--- src/hdl/lspr_pkg.sv ---
`timescale 1ns / 1ps
`default_nettype none

package lspr_pkg;

   localparam int EVENT_SLOTS = 8;
   localparam int SLOT_W      = (EVENT_SLOTS > 1) ? $clog2(EVENT_SLOTS) : 1;
   localparam int TIME_W      = 32;
   localparam int CODE_W      = 4;
   localparam int FLAG_W      = 8;

   localparam logic [SLOT_W-1:0] SLOT_LAST = SLOT_W'(EVENT_SLOTS - 1);

   typedef enum logic [1:0] {
      FUNC_FLAGS = 2'd0,
      FUNC_PUSH  = 2'd1,
      FUNC_QUERY = 2'd2,
      FUNC_SPARE = 2'd3
   } func_type;

   typedef struct packed {
      logic [CODE_W-1:0] code;
      logic [TIME_W-1:0] expiry;
   } slot_type;

   typedef struct packed {
      logic live;
      logic take;
   } cmp_res_type;

endpackage

`default_nettype wire

--- src/hdl/lspr_cmp.sv ---
`timescale 1ns / 1ps
`default_nettype none

module lspr_cmp (
   input  wire logic [lspr_pkg::TIME_W-1:0] expiry,
   input  wire logic [lspr_pkg::TIME_W-1:0] now,
   input  wire logic [lspr_pkg::TIME_W-1:0] best,
   input  wire logic                        have,
   output lspr_pkg::cmp_res_type            res
);

   logic [lspr_pkg::TIME_W-1:0] d_now;
   logic [lspr_pkg::TIME_W-1:0] d_best;
   logic                        after_now;
   logic                        after_best;

   // wraparound-safe ordering: b after a when b - a is positive as signed
   assign d_now      = expiry - now;
   assign d_best     = expiry - best;
   assign after_now  = (d_now != '0) && !d_now[lspr_pkg::TIME_W-1];
   assign after_best = (d_best != '0) && !d_best[lspr_pkg::TIME_W-1];

   assign res.live = (expiry != '0) && after_now;
   assign res.take = res.live && (!have || after_best);

endmodule

`default_nettype wire

--- src/hdl/led_status_priority_resolver.sv ---
`timescale 1ns / 1ps
`default_nettype none

// Resolves the status LED code from eight condition flags and a ring of timed
// events. Every request first applies its flag update or event push, then
// returns one response. When any flag is set the response comes from the flags
// (the lowest set flag wins) and goes from the start state straight to the done
// state. Otherwise the single compare unit walks the event slots one per cycle
// through the slot memory read port in the scan state, then passes through the
// drain and done states. A request is taken only in the idle state, after the
// previous response has been loaded into the output register. A finished
// response sits in an output register and does not hold off the next request;
// only the following response waits while it is stalled.

module led_status_priority_resolver (
   input  wire logic                          clock,
   input  wire logic                          reset,
   input  wire logic                          req_valid,
   output      logic                          req_stall,
   input  wire logic [1:0]                    req_func,
   input  wire logic [lspr_pkg::FLAG_W-1:0]   req_flag_mask,
   input  wire logic                          req_flag_value,
   input  wire logic [lspr_pkg::CODE_W-1:0]   req_event_code,
   input  wire logic [lspr_pkg::TIME_W-1:0]   req_duration_ms,
   input  wire logic [lspr_pkg::TIME_W-1:0]   req_now_ms,
   output      logic                          rsp_valid,
   input  wire logic                          rsp_stall,
   output      logic [lspr_pkg::CODE_W-1:0]   rsp_led_code,
   output      logic                          rsp_from_event
);

   typedef enum logic [4:0] {
      ST_IDLE  = 5'b00001,
      ST_START = 5'b00010,
      ST_SCAN  = 5'b00100,
      ST_DRAIN = 5'b01000,
      ST_DONE  = 5'b10000
   } state_type;

   state_type                     state_ff, state_in;
   logic [lspr_pkg::FLAG_W-1:0]   flags_ff, flags_in;
   logic [lspr_pkg::SLOT_W-1:0]   wp_ff, wp_in;
   logic [lspr_pkg::SLOT_W-1:0]   rd_idx_ff, rd_idx_in;
   logic                          cmp_en_ff, cmp_en_in;
   logic                          have_ff, have_in;
   logic [lspr_pkg::TIME_W-1:0]   best_ff, best_in;
   logic [lspr_pkg::CODE_W-1:0]   best_code_ff, best_code_in;
   logic [lspr_pkg::TIME_W-1:0]   now_ff, now_in;
   logic                          rsp_valid_ff, rsp_valid_in;
   logic [lspr_pkg::CODE_W-1:0]   rsp_code_ff, rsp_code_in;
   logic                          rsp_ev_ff, rsp_ev_in;
   logic [lspr_pkg::EVENT_SLOTS-1:0] slot_vld_ff, slot_vld_in;

   lspr_pkg::slot_type            slot_mem [lspr_pkg::EVENT_SLOTS];
   lspr_pkg::slot_type            rd_entry_ff;
   logic                          rd_vld_ff;

   logic                          accept;
   logic                          mem_we;
   lspr_pkg::slot_type            wr_entry;
   logic [lspr_pkg::TIME_W-1:0]   cand_expiry;
   lspr_pkg::cmp_res_type         cmp_res;
   logic                          load_out;
   logic [lspr_pkg::CODE_W-1:0]   flag_code;

   function automatic logic [lspr_pkg::CODE_W-1:0] prio_code(
      input logic [lspr_pkg::FLAG_W-1:0] f
   );
      logic [lspr_pkg::CODE_W-1:0] c;
      c = '0;
      for (int i = lspr_pkg::FLAG_W - 1; i >= 0; i--) begin
         if (f[i]) begin
            c = lspr_pkg::CODE_W'(i + 1);
         end
      end
      return c;
   endfunction

   assign accept    = req_valid && !req_stall;
   assign req_stall = (state_ff != ST_IDLE);
   assign mem_we    = accept && (req_func == lspr_pkg::FUNC_PUSH) && (req_duration_ms != '0);
   assign wr_entry.code   = req_event_code;
   assign wr_entry.expiry = req_now_ms + req_duration_ms;

   // slot that was never written reads as empty
   assign cand_expiry = rd_vld_ff ? rd_entry_ff.expiry : '0;
   assign flag_code   = prio_code(flags_ff);

   lspr_cmp u_cmp (
      .expiry (cand_expiry),
      .now    (now_ff),
      .best   (best_ff),
      .have   (have_ff),
      .res    (cmp_res)
   );

   always_comb begin
      state_in     = state_ff;
      flags_in     = flags_ff;
      wp_in        = wp_ff;
      rd_idx_in    = rd_idx_ff;
      cmp_en_in    = 1'b0;
      have_in      = have_ff;
      best_in      = best_ff;
      best_code_in = best_code_ff;
      now_in       = now_ff;
      slot_vld_in  = slot_vld_ff;
      load_out     = 1'b0;
      rsp_code_in  = rsp_code_ff;
      rsp_ev_in    = rsp_ev_ff;

      if (cmp_en_ff && cmp_res.take) begin
         have_in      = 1'b1;
         best_in      = cand_expiry;
         best_code_in = rd_entry_ff.code;
      end

      case (state_ff)
         ST_IDLE: begin
            if (accept) begin
               now_in = req_now_ms;
               if (req_func == lspr_pkg::FUNC_FLAGS) begin
                  if (req_flag_value) begin
                     flags_in = flags_ff | req_flag_mask;
                  end else begin
                     flags_in = flags_ff & ~req_flag_mask;
                  end
               end
               if (mem_we) begin
                  slot_vld_in[wp_ff] = 1'b1;
                  wp_in = (wp_ff == lspr_pkg::SLOT_LAST) ? '0 : wp_ff + 1'b1;
               end
               state_in = ST_START;
            end
         end
         ST_START: begin
            have_in   = 1'b0;
            rd_idx_in = '0;
            state_in  = (flags_ff != '0) ? ST_DONE : ST_SCAN;
         end
         ST_SCAN: begin
            cmp_en_in = 1'b1;
            if (rd_idx_ff == lspr_pkg::SLOT_LAST) begin
               state_in = ST_DRAIN;
            end else begin
               rd_idx_in = rd_idx_ff + 1'b1;
            end
         end
         ST_DRAIN: begin
            state_in = ST_DONE;
         end
         ST_DONE: begin
            if (!rsp_valid_ff || !rsp_stall) begin
               load_out = 1'b1;
               state_in = ST_IDLE;
               if (flags_ff != '0) begin
                  rsp_code_in = flag_code;
                  rsp_ev_in   = 1'b0;
               end else if (have_ff) begin
                  rsp_code_in = best_code_ff;
                  rsp_ev_in   = 1'b1;
               end else begin
                  rsp_code_in = '0;
                  rsp_ev_in   = 1'b0;
               end
            end
         end
         default: begin
            state_in = ST_IDLE;
         end
      endcase

      rsp_valid_in = load_out || (rsp_valid_ff && rsp_stall);
   end

   always_ff @(posedge clock) begin
      if (reset) begin
         state_ff     <= ST_IDLE;
         flags_ff     <= '0;
         wp_ff        <= '0;
         rd_idx_ff    <= '0;
         cmp_en_ff    <= 1'b0;
         have_ff      <= 1'b0;
         slot_vld_ff  <= '0;
         rsp_valid_ff <= 1'b0;
      end else begin
         state_ff     <= state_in;
         flags_ff     <= flags_in;
         wp_ff        <= wp_in;
         rd_idx_ff    <= rd_idx_in;
         cmp_en_ff    <= cmp_en_in;
         have_ff      <= have_in;
         slot_vld_ff  <= slot_vld_in;
         rsp_valid_ff <= rsp_valid_in;
      end
   end

   always_ff @(posedge clock) begin
      best_ff      <= best_in;
      best_code_ff <= best_code_in;
      now_ff       <= now_in;
      rsp_code_ff  <= rsp_code_in;
      rsp_ev_ff    <= rsp_ev_in;
   end

   // slot memory, one write and one registered read port
   always_ff @(posedge clock) begin
      if (mem_we) begin
         slot_mem[wp_ff] <= wr_entry;
      end
      rd_entry_ff <= slot_mem[rd_idx_ff];
      rd_vld_ff   <= slot_vld_ff[rd_idx_ff];
   end

   assign rsp_valid      = rsp_valid_ff;
   assign rsp_led_code   = rsp_code_ff;
   assign rsp_from_event = rsp_ev_ff;

endmodule

`default_nettype wire

--- config.mk ---
export PLATFORM = sky130hd
export DESIGN_NAME = led_status_priority_resolver
export DESIGN_NICKNAME = d
export VERILOG_FILES = /design/src/hdl/lspr_pkg.sv /design/src/hdl/lspr_cmp.sv /design/src/hdl/led_status_priority_resolver.sv
export SDC_FILE = /design/constraint.sdc
export NUM_CORES = 1
export LEC_CHECK = 0
export BUFFER_PORTS_ARGS = -buffer_cell sky130_fd_sc_hd__buf_2
export CAP_MARGIN = 20
export CORE_MARGIN = 5
export CORE_UTILIZATION = 68
export CTS_BUF_LIST = sky130_fd_sc_hd__clkbuf_4 sky130_fd_sc_hd__clkbuf_8
export CTS_CLUSTER_DIAMETER = 40
export DETAILED_ROUTE_END_ITERATION = 10
export PLACE_DENSITY = 0.95
export SLEW_MARGIN = 40
export SYNTH_ARGS = -nofsm -noshare
export SYNTH_HDL_FRONTEND = slang
export SYNTH_SLANG_ARGS = --single-unit
--- constraint.sdc ---
create_clock -name clock -period 18.4 [get_ports clock]
set_input_delay 3.68 -clock clock [delete_from_list [all_inputs] [get_ports clock]]
set_output_delay 3.68 -clock clock [all_outputs]
set_load 0.1 [all_outputs]
==> impl_metrics.tcl <==
set metrics [dict create \
    status "finished clean" \
    antenna_found_initial 2 \
    via_per_inst 7.00 \
    rr_startpoint "rd_vld_ff$_DFF_P_" \
    busiest_layer "met2" \
    yosysTopAreaCellShare_pct 48.4 \
    grtUsageMet3_pct 6.00 \
    ys_ff_latch 428 \
    htreeDepth 2 \
    synth_warnings 0 \
    grtUsageMet2_pct 55.4 \
    power_leakage_nw 8.99 \
    min_path_cells 0 \
    initial_core_util_pct 68.9 \
    rows 66 \
    syn_area_mm2 0.0224 \
    p_switching_w 0.000561 \
    synth.distinct_cells 102 \
    cp_num_buf_inv 1 \
    p_per_area_mw_per_mm2 88.8 \
    cts_tree "built" \
    path_cells "buf_2 -> ha_1 -> a211oi_1 -> o21ai_0 -> a22oi_1 -> o22ai_1 -> a2111oi_2 -> o31ai_1 -> o41a_1 -> nand4_1 -> nand3b_1 -> a21oi_1 -> xnor2_1" \
    port_buffers 89 \
    power_frac_comb_pct 12.0 \
    slew-limit-headroom_pct 42.5 \
    worst_pin_slew_ns 0.841 \
    routedWlPerCell_um 26.0 \
    r2r-end "best_ff[7]$_DFFE_PP_" \
    seqPwrFrac_pct 50.9 \
    gp_congestion 0.978 \
    pin_count 90 \
    ctsRootBufferMaster "clkbuf_8" \
    drc 0 \
    grt_max_degree 72 \
    critPathCaptureType "flop" \
    regToRegSetupSlack_ns 12.53 \
    critPathTopFamily "compound AO/OA/AOI/OAI gates" \
    clock_latency_ns 0.63 \
    fin_worst_skew_ns 0.0288 \
    grt_pass1_wl_um 95300 \
    slowest_delay_ns 0.66 \
    clock_path_buffers 3 \
    ant_nets 0 \
    finalHoldViolCount 0 \
    final_common_cell "edfxtp_1" \
    most-common-layout-cells "edfxtp_1 (361), nor2_1 (124), inv_1 (108), nand2_1 (99), a21oi_1 (90)" \
    use_met1_pct 45.0 \
    post_cts_resized 0 \
    ir_drop_mv 0.117 \
    die_y_um 192 \
    yosys.area.top_type "edfxtp_1" \
    ys_seq_area_share_pct 54.3 \
    vias 16800 \
    min_to "best_code_ff[3]$_DFFE_PP_" \
    hold_class "reg -> reg" \
    p_sw_share_pct 25.7 \
    async_reset_ff_share_pct 0 \
    rsz0062_at_grt "false" \
    register_area_mm2 0.0122 \
    synthCells 1810 \
    cts.clk_slew.worst_paths_ns 0.07 \
    fin_total_pwr_w 0.00219 \
    cts.sinks 428 \
    grt_pass1_vias 16600 \
    overflow 0 \
    worst-path-max-fanout 8 \
    period_needed_ns 7.06 \
    synth.avg_cell_area_um2 12.4 \
    first_iter_violations 2390 \
    multiInputGateArea_mm2 0.00954 \
    postCtsSetupRepairBufs 0 \
    synthesis.nets 1969 \
    crit_type "in -> reg" \
    drt_first_pass_iters 5 \
    drv_cap 0 \
    wl_um 62300 \
    ff2ff_path_depth 15 \
    drv_slew 0 \
    netlist_top_cells_area "edfxtp_1 (48%), mux4_2 (7.4%), dfxtp_1 (6.0%)" \
    die_w_um 192 \
    drive_gt1_share_pct 20.1 \
    setup-violations-final 0 \
    crit_required_ns 18.75 \
    arrival_ns 7.41 \
    critPathSlowestCell "a2111oi_2" \
    synthFlopType "edfxtp_1" \
    dieArea_mm2 0.0367 \
    syn2layout_area_growth_pct 9.85 \
    hpwlAfterDp_um 40700 \
    clockPowerShare_pct 37.0 \
    grt_use_total_pct 33.9 \
    p_int_w 0.00163 \
    critPathLaunchType "input pin" \
    cts_made_buffers 61 \
    synth-edff-count 361 \
    hold_start "rd_entry_ff[35]$_DFF_P_" \
    nets 2062 \
    fillers 1879 \
    ctsHoldBuffers 0 \
    setup_tns_ns 0 \
    core_mm2 0.0325 \
    finalCritPeriodShare_pct 38.4 \
    max_freq_ghz 0.142 \
]
## registers in the layout (all words and copies together) (netlist names), 3 cells and up, named ones only
register,count
best_code_ff,4
now_ff,32
state_ff,5
rd_entry_ff,36
slot_mem,288
rsp_led_code,4
best_ff,32
rd_idx_ff,3
wp_ff,3
slot_vld_ff,8
## final cells by class
cell class                 count  area share [%]
sequential                   428            49.5
multi-input combinational   1195            38.7
clock buffer                  89            4.41
timing repair buffer         104            2.31
tap                          442            2.25
inverter                     113            1.72
clock inverter                27            1.06
antenna                        2          0.0203
## worst max path at each step
stage,cells after the start,end,start,slack [ns]
2_1_floorplan,5,slot_mem[0][0]$_DFFE_PP_,req_valid,10.88
3_3_place_gp,13,slot_mem[0][31]$_DFFE_PP_,req_duration_ms[1],10.94
3_5_place_dp,13,slot_mem[4][31]$_DFFE_PP_,req_duration_ms[1],10.93
4_1_cts,13,slot_mem[4][31]$_DFFE_PP_,req_duration_ms[1],11.24
5_1_grt,13,slot_mem[4][31]$_DFFE_PP_,req_duration_ms[1],11.22
6_report,13,slot_mem[4][31]$_DFFE_PP_,req_duration_ms[1],11.34
## power groups by stage
stage	clock network [W]	logic, W	registers, W
5_1_grt	0.000866	0.000280	0.00111
6_report	0.000810	0.000263	0.00111
3_3_place_gp	0	0.000232	0.00113
4_1_cts	0.000811	0.000253	0.00111
2_1_floorplan	0	0.000175	0.00112
3_5_place_dp	0	0.000245	0.00113
## worst register-to-register path: stages, from the launching register on
cell and delay [ns]:
dfxtp_2 0.74, buf_4 0.61, and2_1 0.44, xnor2_1 0.17, ha_1 0.25, nor2b_1 0.31, o2111ai_1 0.21, or4_1 0.60
a221oi_1 0.38, and3_1 0.22, nand4_1 0.11, nor4_1 0.48, nand4_1 0.28, nor4b_4 0.35, nor3_4 0.12, buf_4 0.28
## cell usage after synthesis, types with 22 or more instances
| master | number |
|---|---|
| edfxtp_1 | 361 |
| nor2_1 | 130 |
| inv_1 | 108 |
| nand2_1 | 99 |
| a21oi_1 | 90 |
| ha_1 | 75 |
| mux4_2 | 74 |
| dfxtp_1 | 67 |
| o21ai_0 | 60 |
| clkbuf_1 | 55 |
| xnor2_1 | 51 |
| nand3_1 | 40 |
| mux2_2 | 38 |
| nor3_1 | 35 |
| a21o_1 | 30 |
| and2_1 | 30 |
| nor4_1 | 27 |
| a31oi_1 | 22 |
## metal layers
layer | share of wire [%] | up-vias
met5 | 0 | -
met4 | 5.2 | 0
met3 | 11 | 235
met2 | 48 | 1295
met1 | 36 | 8087
li1 | - | 7186
## stage by stage
stage / setup slack [ns] / area, um2 / utilization [%] / cells / hold WS (ns)
after global placement: 10.94 / 23300 / 71.5 / 2282 / 0.390
after CTS: 11.24 / 24600 / 75.6 / 2398 / 0.408
final: 11.34 / 24600 / 75.7 / 2400 / 0.410
after detailed placement: 10.93 / 23300 / 71.5 / 2282 / 0.393
after global routing: 11.22 / 24600 / 75.7 / 2400 / 0.418
after floorplan: 10.88 / 22400 / - / 1810 / 0.386
## cell families after synthesis
family	after synthesis	synth area share [%]
simple gates	516	12.2
flops	428	54.3
compound gates	396	12.4
buf+inv	187	3.44
mux	132	10.2
fa+ha+maj	86	4.74
xor+xnor	65	2.62
Power figures use the tool's default switching activity.
